===== src/rtl/sha1_pkg.sv =====
package sha1_pkg;

  typedef logic [31:0] word_t;

  localparam word_t IV_WORDS [5] = '{
    32'h6745_2301, 32'hefcd_ab89, 32'h98ba_dcfe, 32'h1032_5476, 32'hc3d2_e1f0
  };

  localparam word_t K_GROUP0 = 32'h5a82_7999;
  localparam word_t K_GROUP1 = 32'h6ed9_eba1;
  localparam word_t K_GROUP2 = 32'h8f1b_bcdc;
  localparam word_t K_GROUP3 = 32'hca62_c1d6;

  localparam word_t PAD_WORD    = 32'h8000_0000;
  localparam logic [2:0] FULL_WORD_BYTES = 3'd4;

  localparam logic [6:0] ROUND_LAST = 7'd79;
  localparam logic [3:0] WORDS_LAST = 4'd15;
  localparam logic [3:0] WORDS_LEN  = 4'd14;

  typedef enum logic [8:0] {
    S_IDLE  = 9'b0_0000_0001,
    S_PAD80 = 9'b0_0000_0010,
    S_PADZ  = 9'b0_0000_0100,
    S_LENHI = 9'b0_0000_1000,
    S_LENLO = 9'b0_0001_0000,
    S_LOAD  = 9'b0_0010_0000,
    S_ROUND = 9'b0_0100_0000,
    S_ADD   = 9'b0_1000_0000,
    S_OUT   = 9'b1_0000_0000
  } state_t;

  typedef struct packed {
    logic absorb;
    logic pad80;
    logic padz;
    logic len_hi;
    logic len_lo;
    logic load;
    logic round;
    logic add;
    logic out_shift;
    logic out_last;
  } cmd_t;

  typedef struct packed {
    logic fills;
    logic pad_done;
    logic round_last;
  } sts_t;

  function automatic word_t byte_mask(input logic [2:0] n);
    word_t m;
    case (n)
      3'd0: m = 32'h0000_0000;
      3'd1: m = 32'hff00_0000;
      3'd2: m = 32'hffff_0000;
      3'd3: m = 32'hffff_ff00;
      default: m = 32'hffff_ffff;
    endcase
    return m;
  endfunction

endpackage


===== src/rtl/sha1_hash_core.sv =====
// sha-1 hash core, one 32-bit message word per transfer
// input channel: in_message_word holds up to four bytes, earliest in bits 31:24;
//   in_valid_bytes gives how many leading bytes count (above four means four);
//   in_last_word marks the final word of a message and starts padding
// output channel: five transfers per message, digest words h0 to h4,
//   out_digest_end set on the fifth
// bytes are packed into a 16-word schedule shift register; each full block
//   holds in_stall high through load, 80 rounds at one per cycle, and add
// input is taken only while idle and stalls during each compression, so the
//   sustained input rate is set by the single-round compression datapath
// after the last word: padding (0x80, zeros, length), one or two compressions,
//   then the digest appears, one word per cycle while out_stall is low
// a stalled digest word holds; no new input is taken until all five are out
// reset (rst_n low, synchronous) loads the initial hash value and clears
//   the length counter, the byte packer and the state machine
module sha1_hash_core (
  input  logic        clk,
  input  logic        rst_n,
  input  logic        in_valid,
  output logic        in_stall,
  input  logic [31:0] in_message_word,
  input  logic [2:0]  in_valid_bytes,
  input  logic        in_last_word,
  output logic        out_valid,
  input  logic        out_stall,
  output logic [31:0] out_digest_word,
  output logic        out_digest_end
);
  import sha1_pkg::*;

  cmd_t cmd;
  sts_t sts;

  sha1_ctrl u_ctrl (
    .clk            (clk),
    .rst_n          (rst_n),
    .in_valid       (in_valid),
    .in_last_word   (in_last_word),
    .in_stall       (in_stall),
    .out_valid      (out_valid),
    .out_stall      (out_stall),
    .out_digest_end (out_digest_end),
    .cmd            (cmd),
    .sts            (sts)
  );

  sha1_dp u_dp (
    .clk             (clk),
    .rst_n           (rst_n),
    .in_message_word (in_message_word),
    .in_valid_bytes  (in_valid_bytes),
    .cmd             (cmd),
    .sts             (sts),
    .out_digest_word (out_digest_word)
  );

endmodule


===== src/rtl/sha1_ctrl.sv =====
module sha1_ctrl (
  input  logic            clk,
  input  logic            rst_n,
  input  logic            in_valid,
  input  logic            in_last_word,
  output logic            in_stall,
  output logic            out_valid,
  input  logic            out_stall,
  output logic            out_digest_end,
  output sha1_pkg::cmd_t  cmd,
  input  sha1_pkg::sts_t  sts
);
  import sha1_pkg::*;

  state_t     st_r, st_nxt;
  state_t     ret_r, ret_nxt;
  logic [2:0] ocnt_r, ocnt_nxt;

  always_comb begin
    cmd      = '0;
    st_nxt   = st_r;
    ret_nxt  = ret_r;
    ocnt_nxt = ocnt_r;
    case (st_r)
      S_IDLE: begin
        if (in_valid) begin
          cmd.absorb = 1'b1;
          if (sts.fills) begin
            st_nxt  = S_LOAD;
            ret_nxt = in_last_word ? S_PAD80 : S_IDLE;
          end else if (in_last_word) begin
            st_nxt = S_PAD80;
          end
        end
      end
      S_PAD80: begin
        cmd.pad80 = 1'b1;
        if (sts.fills) begin
          st_nxt  = S_LOAD;
          ret_nxt = S_PADZ;
        end else begin
          st_nxt = S_PADZ;
        end
      end
      S_PADZ: begin
        if (sts.pad_done) begin
          st_nxt = S_LENHI;
        end else begin
          cmd.padz = 1'b1;
          if (sts.fills) begin
            st_nxt  = S_LOAD;
            ret_nxt = S_PADZ;
          end
        end
      end
      S_LENHI: begin
        cmd.len_hi = 1'b1;
        st_nxt     = S_LENLO;
      end
      S_LENLO: begin
        cmd.len_lo = 1'b1;
        st_nxt     = S_LOAD;
        ret_nxt    = S_OUT;
      end
      S_LOAD: begin
        cmd.load = 1'b1;
        st_nxt   = S_ROUND;
      end
      S_ROUND: begin
        cmd.round = 1'b1;
        if (sts.round_last) begin
          st_nxt = S_ADD;
        end
      end
      S_ADD: begin
        cmd.add  = 1'b1;
        st_nxt   = ret_r;
        ocnt_nxt = 3'd0;
      end
      S_OUT: begin
        if (!out_stall) begin
          if (ocnt_r == 3'd4) begin
            cmd.out_last = 1'b1;
            st_nxt       = S_IDLE;
          end else begin
            cmd.out_shift = 1'b1;
            ocnt_nxt      = ocnt_r + 3'd1;
          end
        end
      end
      default: begin
        st_nxt = S_IDLE;
      end
    endcase
  end

  always_ff @(posedge clk) begin
    if (!rst_n) begin
      st_r   <= S_IDLE;
      ret_r  <= S_IDLE;
      ocnt_r <= 3'd0;
    end else begin
      st_r   <= st_nxt;
      ret_r  <= ret_nxt;
      ocnt_r <= ocnt_nxt;
    end
  end

  assign in_stall       = (st_r != S_IDLE);
  assign out_valid      = (st_r == S_OUT);
  assign out_digest_end = (ocnt_r == 3'd4);

`ifndef SYNTH
  a_add_returns: assert property (@(posedge clk) disable iff (!rst_n)
    (st_r == S_ADD) |=> (st_r == $past(ret_r)))
    else $error("compression did not return to saved state");

  a_out_hold: assert property (@(posedge clk) disable iff (!rst_n)
    (st_r == S_OUT && out_stall) |=> (st_r == S_OUT && $stable(ocnt_r)))
    else $error("digest index moved while stalled");
`endif

endmodule


===== src/rtl/sha1_dp.sv =====
module sha1_dp (
  input  logic            clk,
  input  logic            rst_n,
  input  logic [31:0]     in_message_word,
  input  logic [2:0]      in_valid_bytes,
  input  sha1_pkg::cmd_t  cmd,
  output sha1_pkg::sts_t  sts,
  output logic [31:0]     out_digest_word
);
  import sha1_pkg::*;

  word_t       chain_r [5];
  word_t       w_r [16];
  word_t       wv_r [5];
  word_t       stage_r;
  logic [1:0]  k_r;
  logic [3:0]  wcnt_r;
  logic [63:0] bits_r;
  logic [6:0]  rnd_r;

  word_t       pk_word;
  logic [2:0]  pk_cnt;
  logic        pk_en;
  logic [63:0] comb64;
  logic [2:0]  tot;
  logic        push;
  word_t       w_new;
  word_t       f_val;
  word_t       k_val;
  word_t       tmp;

  // byte packer
  always_comb begin
    pk_word = '0;
    pk_cnt  = 3'd0;
    if (cmd.absorb) begin
      pk_word = in_message_word;
      pk_cnt  = (in_valid_bytes > FULL_WORD_BYTES) ? FULL_WORD_BYTES : in_valid_bytes;
    end else if (cmd.pad80) begin
      pk_word = PAD_WORD;
      pk_cnt  = 3'd1;
    end else if (cmd.padz) begin
      pk_cnt = FULL_WORD_BYTES - {1'b0, k_r};
    end else if (cmd.len_hi) begin
      pk_word = bits_r[63:32];
      pk_cnt  = FULL_WORD_BYTES;
    end else if (cmd.len_lo) begin
      pk_word = bits_r[31:0];
      pk_cnt  = FULL_WORD_BYTES;
    end
  end

  assign pk_en  = cmd.absorb | cmd.pad80 | cmd.padz | cmd.len_hi | cmd.len_lo;
  assign comb64 = {stage_r & byte_mask({1'b0, k_r}), 32'h0}
                | ({pk_word & byte_mask(pk_cnt), 32'h0} >> {k_r, 3'b000});
  assign tot    = {1'b0, k_r} + pk_cnt;
  assign push   = pk_en & tot[2];

  assign sts.fills      = push && (wcnt_r == WORDS_LAST);
  assign sts.pad_done   = (wcnt_r == WORDS_LEN) && (k_r == 2'd0);
  assign sts.round_last = (rnd_r == ROUND_LAST);

  // round logic
  always_comb begin
    word_t x;
    x = w_r[13] ^ w_r[8] ^ w_r[2] ^ w_r[0];
    w_new = (rnd_r < 7'd16) ? w_r[0] : {x[30:0], x[31]};
    if (rnd_r < 7'd20) begin
      f_val = (wv_r[1] & wv_r[2]) | (~wv_r[1] & wv_r[3]);
      k_val = K_GROUP0;
    end else if (rnd_r < 7'd40) begin
      f_val = wv_r[1] ^ wv_r[2] ^ wv_r[3];
      k_val = K_GROUP1;
    end else if (rnd_r < 7'd60) begin
      f_val = (wv_r[1] & wv_r[2]) | (wv_r[1] & wv_r[3]) | (wv_r[2] & wv_r[3]);
      k_val = K_GROUP2;
    end else begin
      f_val = wv_r[1] ^ wv_r[2] ^ wv_r[3];
      k_val = K_GROUP3;
    end
    tmp = {wv_r[0][26:0], wv_r[0][31:27]} + f_val + wv_r[4] + k_val + w_new;
  end

  always_ff @(posedge clk) begin
    if (!rst_n) begin
      for (int i = 0; i < 5; i++) begin
        chain_r[i] <= IV_WORDS[i];
      end
      k_r    <= 2'd0;
      wcnt_r <= 4'd0;
      bits_r <= 64'd0;
      rnd_r  <= 7'd0;
    end else begin
      if (pk_en) begin
        k_r <= tot[1:0];
      end
      if (push) begin
        wcnt_r <= wcnt_r + 4'd1;
      end
      if (cmd.absorb) begin
        bits_r <= bits_r + 64'({pk_cnt, 3'b000});
      end else if (cmd.out_last) begin
        bits_r <= 64'd0;
      end
      if (cmd.load) begin
        rnd_r <= 7'd0;
      end else if (cmd.round) begin
        rnd_r <= rnd_r + 7'd1;
      end
      if (cmd.add) begin
        for (int i = 0; i < 5; i++) begin
          chain_r[i] <= chain_r[i] + wv_r[i];
        end
      end else if (cmd.out_shift) begin
        for (int i = 0; i < 4; i++) begin
          chain_r[i] <= chain_r[i + 1];
        end
        chain_r[4] <= chain_r[0];
      end else if (cmd.out_last) begin
        for (int i = 0; i < 5; i++) begin
          chain_r[i] <= IV_WORDS[i];
        end
      end
    end
  end

  always_ff @(posedge clk) begin
    if (pk_en) begin
      stage_r <= push ? comb64[31:0] : comb64[63:32];
    end
    if (push || cmd.round) begin
      for (int i = 0; i < 15; i++) begin
        w_r[i] <= w_r[i + 1];
      end
      w_r[15] <= push ? comb64[63:32] : w_new;
    end
    if (cmd.load) begin
      for (int i = 0; i < 5; i++) begin
        wv_r[i] <= chain_r[i];
      end
    end else if (cmd.round) begin
      wv_r[0] <= tmp;
      wv_r[1] <= wv_r[0];
      wv_r[2] <= {wv_r[1][1:0], wv_r[1][31:2]};
      wv_r[3] <= wv_r[2];
      wv_r[4] <= wv_r[3];
    end
  end

  assign out_digest_word = chain_r[0];

`ifndef SYNTH
  a_load_aligned: assert property (@(posedge clk) disable iff (!rst_n)
    cmd.load |-> (wcnt_r == 4'd0))
    else $error("compression started on a partial block");

  a_round_step: assert property (@(posedge clk) disable iff (!rst_n)
    (cmd.round && !sts.round_last) |=> (rnd_r == $past(rnd_r) + 7'd1))
    else $error("round counter skipped");

  a_msg_cleared: assert property (@(posedge clk) disable iff (!rst_n)
    cmd.out_last |=> (bits_r == 64'd0 && k_r == 2'd0 && chain_r[0] == IV_WORDS[0]))
    else $error("message state not cleared after digest");
`endif

endmodule


===== config.mk =====
export PLATFORM = sky130hd
export DESIGN_NAME = sha1_hash_core
export DESIGN_NICKNAME = d
export VERILOG_FILES = /design/src/rtl/sha1_pkg.sv /design/src/rtl/sha1_hash_core.sv /design/src/rtl/sha1_ctrl.sv /design/src/rtl/sha1_dp.sv
export SDC_FILE = /design/constraint.sdc
export NUM_CORES = 2
export LEC_CHECK = 0
export ABC_AREA = 1
export ABC_CLOCK_PERIOD_IN_PS = 18800
export BUFFER_PORTS_ARGS = -buffer_cell sky130_fd_sc_hd__buf_2
export CAP_MARGIN = 20
export CORE_ASPECT_RATIO = 2
export CORE_MARGIN = 2
export CORE_UTILIZATION = 40
export CTS_CLUSTER_DIAMETER = 40
export DETAILED_ROUTE_END_ITERATION = 12
export GPL_TIMING_DRIVEN = 0
export HOLD_SLACK_MARGIN = 0.06
export PLACE_DENSITY_LB_ADDON = 0.08
export SLEW_MARGIN = 20
export SYNTH_ARGS = -nofsm -noshare
export SYNTH_HDL_FRONTEND = slang
export SYNTH_SLANG_ARGS = --single-unit

===== constraint.sdc =====
create_clock -name clk -period 18.8 [get_ports clk]
set_clock_uncertainty 0.2 [all_clocks]
set_input_delay 3.76 -clock clk [delete_from_list [all_inputs] [get_ports clk]]
set_output_delay 3.76 -clock clk [all_outputs]
set_load 0.005 [all_outputs]

==> reports/metrics.csv <==
metric,value,unit
outcome,completed,
total_area_of_multi_input_combinational_cells,0.0225,sq mm
avgSynthCellArea,9.38,sq um
r2r_setup_slack,10350,ps
syn_nets,6050,
floorplan.rows,189,
synth.ff_latch_count,946,
power-per-cell-area,119,mW/mm^2
grt_pass1_vias,44700,
detailroute.via_count,44500,
detail_route.wirelength,252000,microns
initial_antenna_violation_count,19,
largest_family_of_logic_cells_by_synthesized_area,simple AND/OR/NAND/NOR gates,
globalRouteTotalUtil,37.4,%
cp.required,19060,ps
drtAntennaViolNets,0,
synth_simple_gate_area_share,17.8,%
mostFrequentLayoutCells,"nand2_1 (1393), edfxtp_1 (856), inv_1 (617)",
worst_reg2reg_path_startpoint,u_dp.rnd_r[4],
synth.yosys.warnings,0,
route.detailed.vias_per_inst,5.75,
avgRoutedWirePerCell,32.6,microns
cts.reportedPaths.clkPinSlew,70,ps
timing.critical_path.from_type,flip-flop,
clock-root-buffer,clkbuf_16,
clock_latency,800,ps
postCtsSetupRepairBufs,0,
design.final.nets,6262,
final_setup_violations,0,
timing.fmax,0.118,GHz
drtIter0Drc,4008,
final-hold-violation-count,0,
floorplan.initialDensity,40.2,%
min_path_type,flip-flop to flip-flop,
power.switching_fraction,36.0,%
fillers,12900,
detailed_place_hpwl,196000,microns
dominantRegCellSynth,edfxtp_1,
core_footprint,0.132,sq mm
combinational_power_share,26.7,%
worst_voltage_drop_across_the_vdd_grid,0.0913,mV
async_flop_share,0,%
clock-sinks,946,
synthesis.instances,5677,
worst_pin_slew,1290,ps
cp.arrival,8710,ps
i_o_pins,75,
regToRegEndpoint,u_dp.wv_r[0][18],
register_area,0.0275,sq mm
drt-pass1-iter-count,6,
p_clk_share,33.6,%
port_buffers,74,
p_seq_share,39.6,%
post-route-min-period,8450,ps
synth_adder_area_share,9.50,%
design.die.area,0.136,sq mm
synth.distinct_cells,66,
synth.area.mux_share,0,%
synth_enable_flop_cells,856,
setup-tns-final,0,ps
max-clock-path-buffers,3,
worst-setup-path-type,flip-flop to flip-flop,
cts_hold_buffers,0,
static-leakage-power,0.0236,uW
die-width,262,microns
timing.hold.worst_path_depth,0,
cts_resized,0,
timing.hold.worst.start,u_dp.w_r[1][64],
slew_headroom,13.8,%
layout-area-overhead-vs-synth,13.6,%
cts_made_buffers,112,
gp_congestion,1.11,
yosys.area_share.xor_xnor,2.50,%
number_of_slew_limit_violations_in_the_final_report,0,
cp-end-kind,flip-flop,
final_util,45.7,%
synth-seq-area-share,51.7,%
power_switching,2590,uW
max_capacitance_violation_count,0,
internal_power,4600,uW
fin_crit_sh,44.9,%
grt_max_degree,82,
syn_area,0.0533,sq mm
drive_above_1_share,8.49,%
htreeDepth,3,
wire_length_of_the_first_global_routing_pass,344000,microns
globalRouteOverflowTotal,0,
rsz0062_at_grt,false,
drc_errors,0,
tritoncts,done,
crit_fanout,10,
hold_end,u_dp.w_r[1][32],
die-height,520,microns
reg2reg_depth,20,
synth-compound-area-share,12.4,%
layout_commonest_cell,nand2_1,
## state kept, by name (all words and copies together) (netlist names)
name	flops
u_dp.w_r	512
u_dp.chain_r	160
u_dp.wv_r	160
u_dp.bits_r	61
u_dp.stage_r	24
u_ctrl.st_r	9
u_dp.rnd_r	7
u_ctrl.ret_r	4
u_dp.wcnt_r	4
u_ctrl.ocnt_r	3
u_dp.k_r	2
## layout make-up
type / count / area share, %
multi-input cells: 3912 / 37.2
flip-flops and latches: 946 / 45.5
clock inverters: 93 / 2.05
plain buffers: 186 / 1.53
diodes: 19 / 0.0786
clock buffers: 119 / 4.67
repair buffers: 98 / 1.46
inverters: 633 / 3.95
well taps: 1719 / 3.55
## worst max path at each step
stage / cells past startpoint / slack (ps) / start / endpoint
after global placement: 15 / -3840 / in_valid / u_dp.w_r[0][100]
after detailed placement: 18 / 10100 / in_valid_bytes[2] / u_dp.w_r[1][3]
final: 20 / 10350 / u_dp.rnd_r[4] / u_dp.wv_r[0][18]
after global routing: 20 / 10300 / u_dp.rnd_r[4] / u_dp.wv_r[0][18]
after floorplan: 13 / 1420 / in_valid_bytes[0] / u_dp.w_r[0][0]
after CTS: 21 / 10480 / u_dp.rnd_r[6] / u_dp.wv_r[0][18]
## routing by layer
layer  global-route usage [%]  routed length [microns]  vias up
li1                         -                        -    19900
met1                     34.5                    77000    21400
met5                        0                       87        -
met4                     40.3                    34800       12
met3                     9.66                    16800     1055
met2                     63.5                   123000     2053
## metrics by stage
| step | hold slack, ps | instance area (sq um) | std cells | total power (uW) | setup WS (ps) |
|---|---|---|---|---|---|
| 3_5_place_dp | 205 | 56300 | 7491 | 4760 | 10100 |
| 4_1_cts | 208 | 60400 | 7703 | 7170 | 10480 |
| 6_report | 206 | 60500 | 7725 | 7190 | 10350 |
| 5_1_grt | 217 | 60500 | 7713 | 7470 | 10300 |
| 2_1_floorplan | 200 | 53300 | 5677 | 4120 | 1420 |
| 3_3_place_gp | 201 | 55800 | 7470 | 4910 | -3840 |
## synth_stat cells, drive strengths merged, types with 90 or more instances
master	count	area (sq um)
dfxtp	90	1800
ha	214	2680
edfxtp	856	25700
fa	119	2380
o21ai	498	2520
nand2	1412	5370
nor2	357	1400
clkbuf	98	368
a21oi	406	2040
inv	632	2380
xnor2	118	1030
nand3	251	1280
## cells by family (layout without fill, tap and decap cells)
| family | count (synthesis) | count (layout) |
|---|---|---|
| AO/OA/AOI/OAI | 1174 | 1174 |
| XOR/XNOR | 152 | 152 |
| adder cells (fa/ha/maj) | 333 | 333 |
| buffers and inverters | 819 | 1129 |
| flip-flops | 946 | 946 |
| other | 0 | 19 |
| AND/OR/NAND/NOR | 2253 | 2253 |
## critical path, stage by stage (launching register included)
cell      delay, ps
dfxtp_1         290
buf_2           160
o21ai_0         160
nand2_1         540
nand2_2         740
nand2_2         530
inv_1           270
clkbuf_1        850
a221oi_1        400
fa_1            600
inv_1            60
fa_1            540
ha_1            200
nand3_1          90
nand2_1         150
a21oi_1         150
o21ai_0         560
a21oi_1         320
o21ai_0         380
xnor2_1         130
o21ai_0         710
## power groups by stage
stage / Combinational (uW) / Sequential [uW] / Clock [uW]
6_report: 1920 / 2850 / 2420
5_1_grt: 2080 / 2870 / 2510
4_1_cts: 1880 / 2850 / 2440
3_5_place_dp: 1880 / 2890 / 0
3_3_place_gp: 1830 / 3080 / 0
2_1_floorplan: 1170 / 2950 / 0
Note: power is estimated with default switching activity, not from simulation.
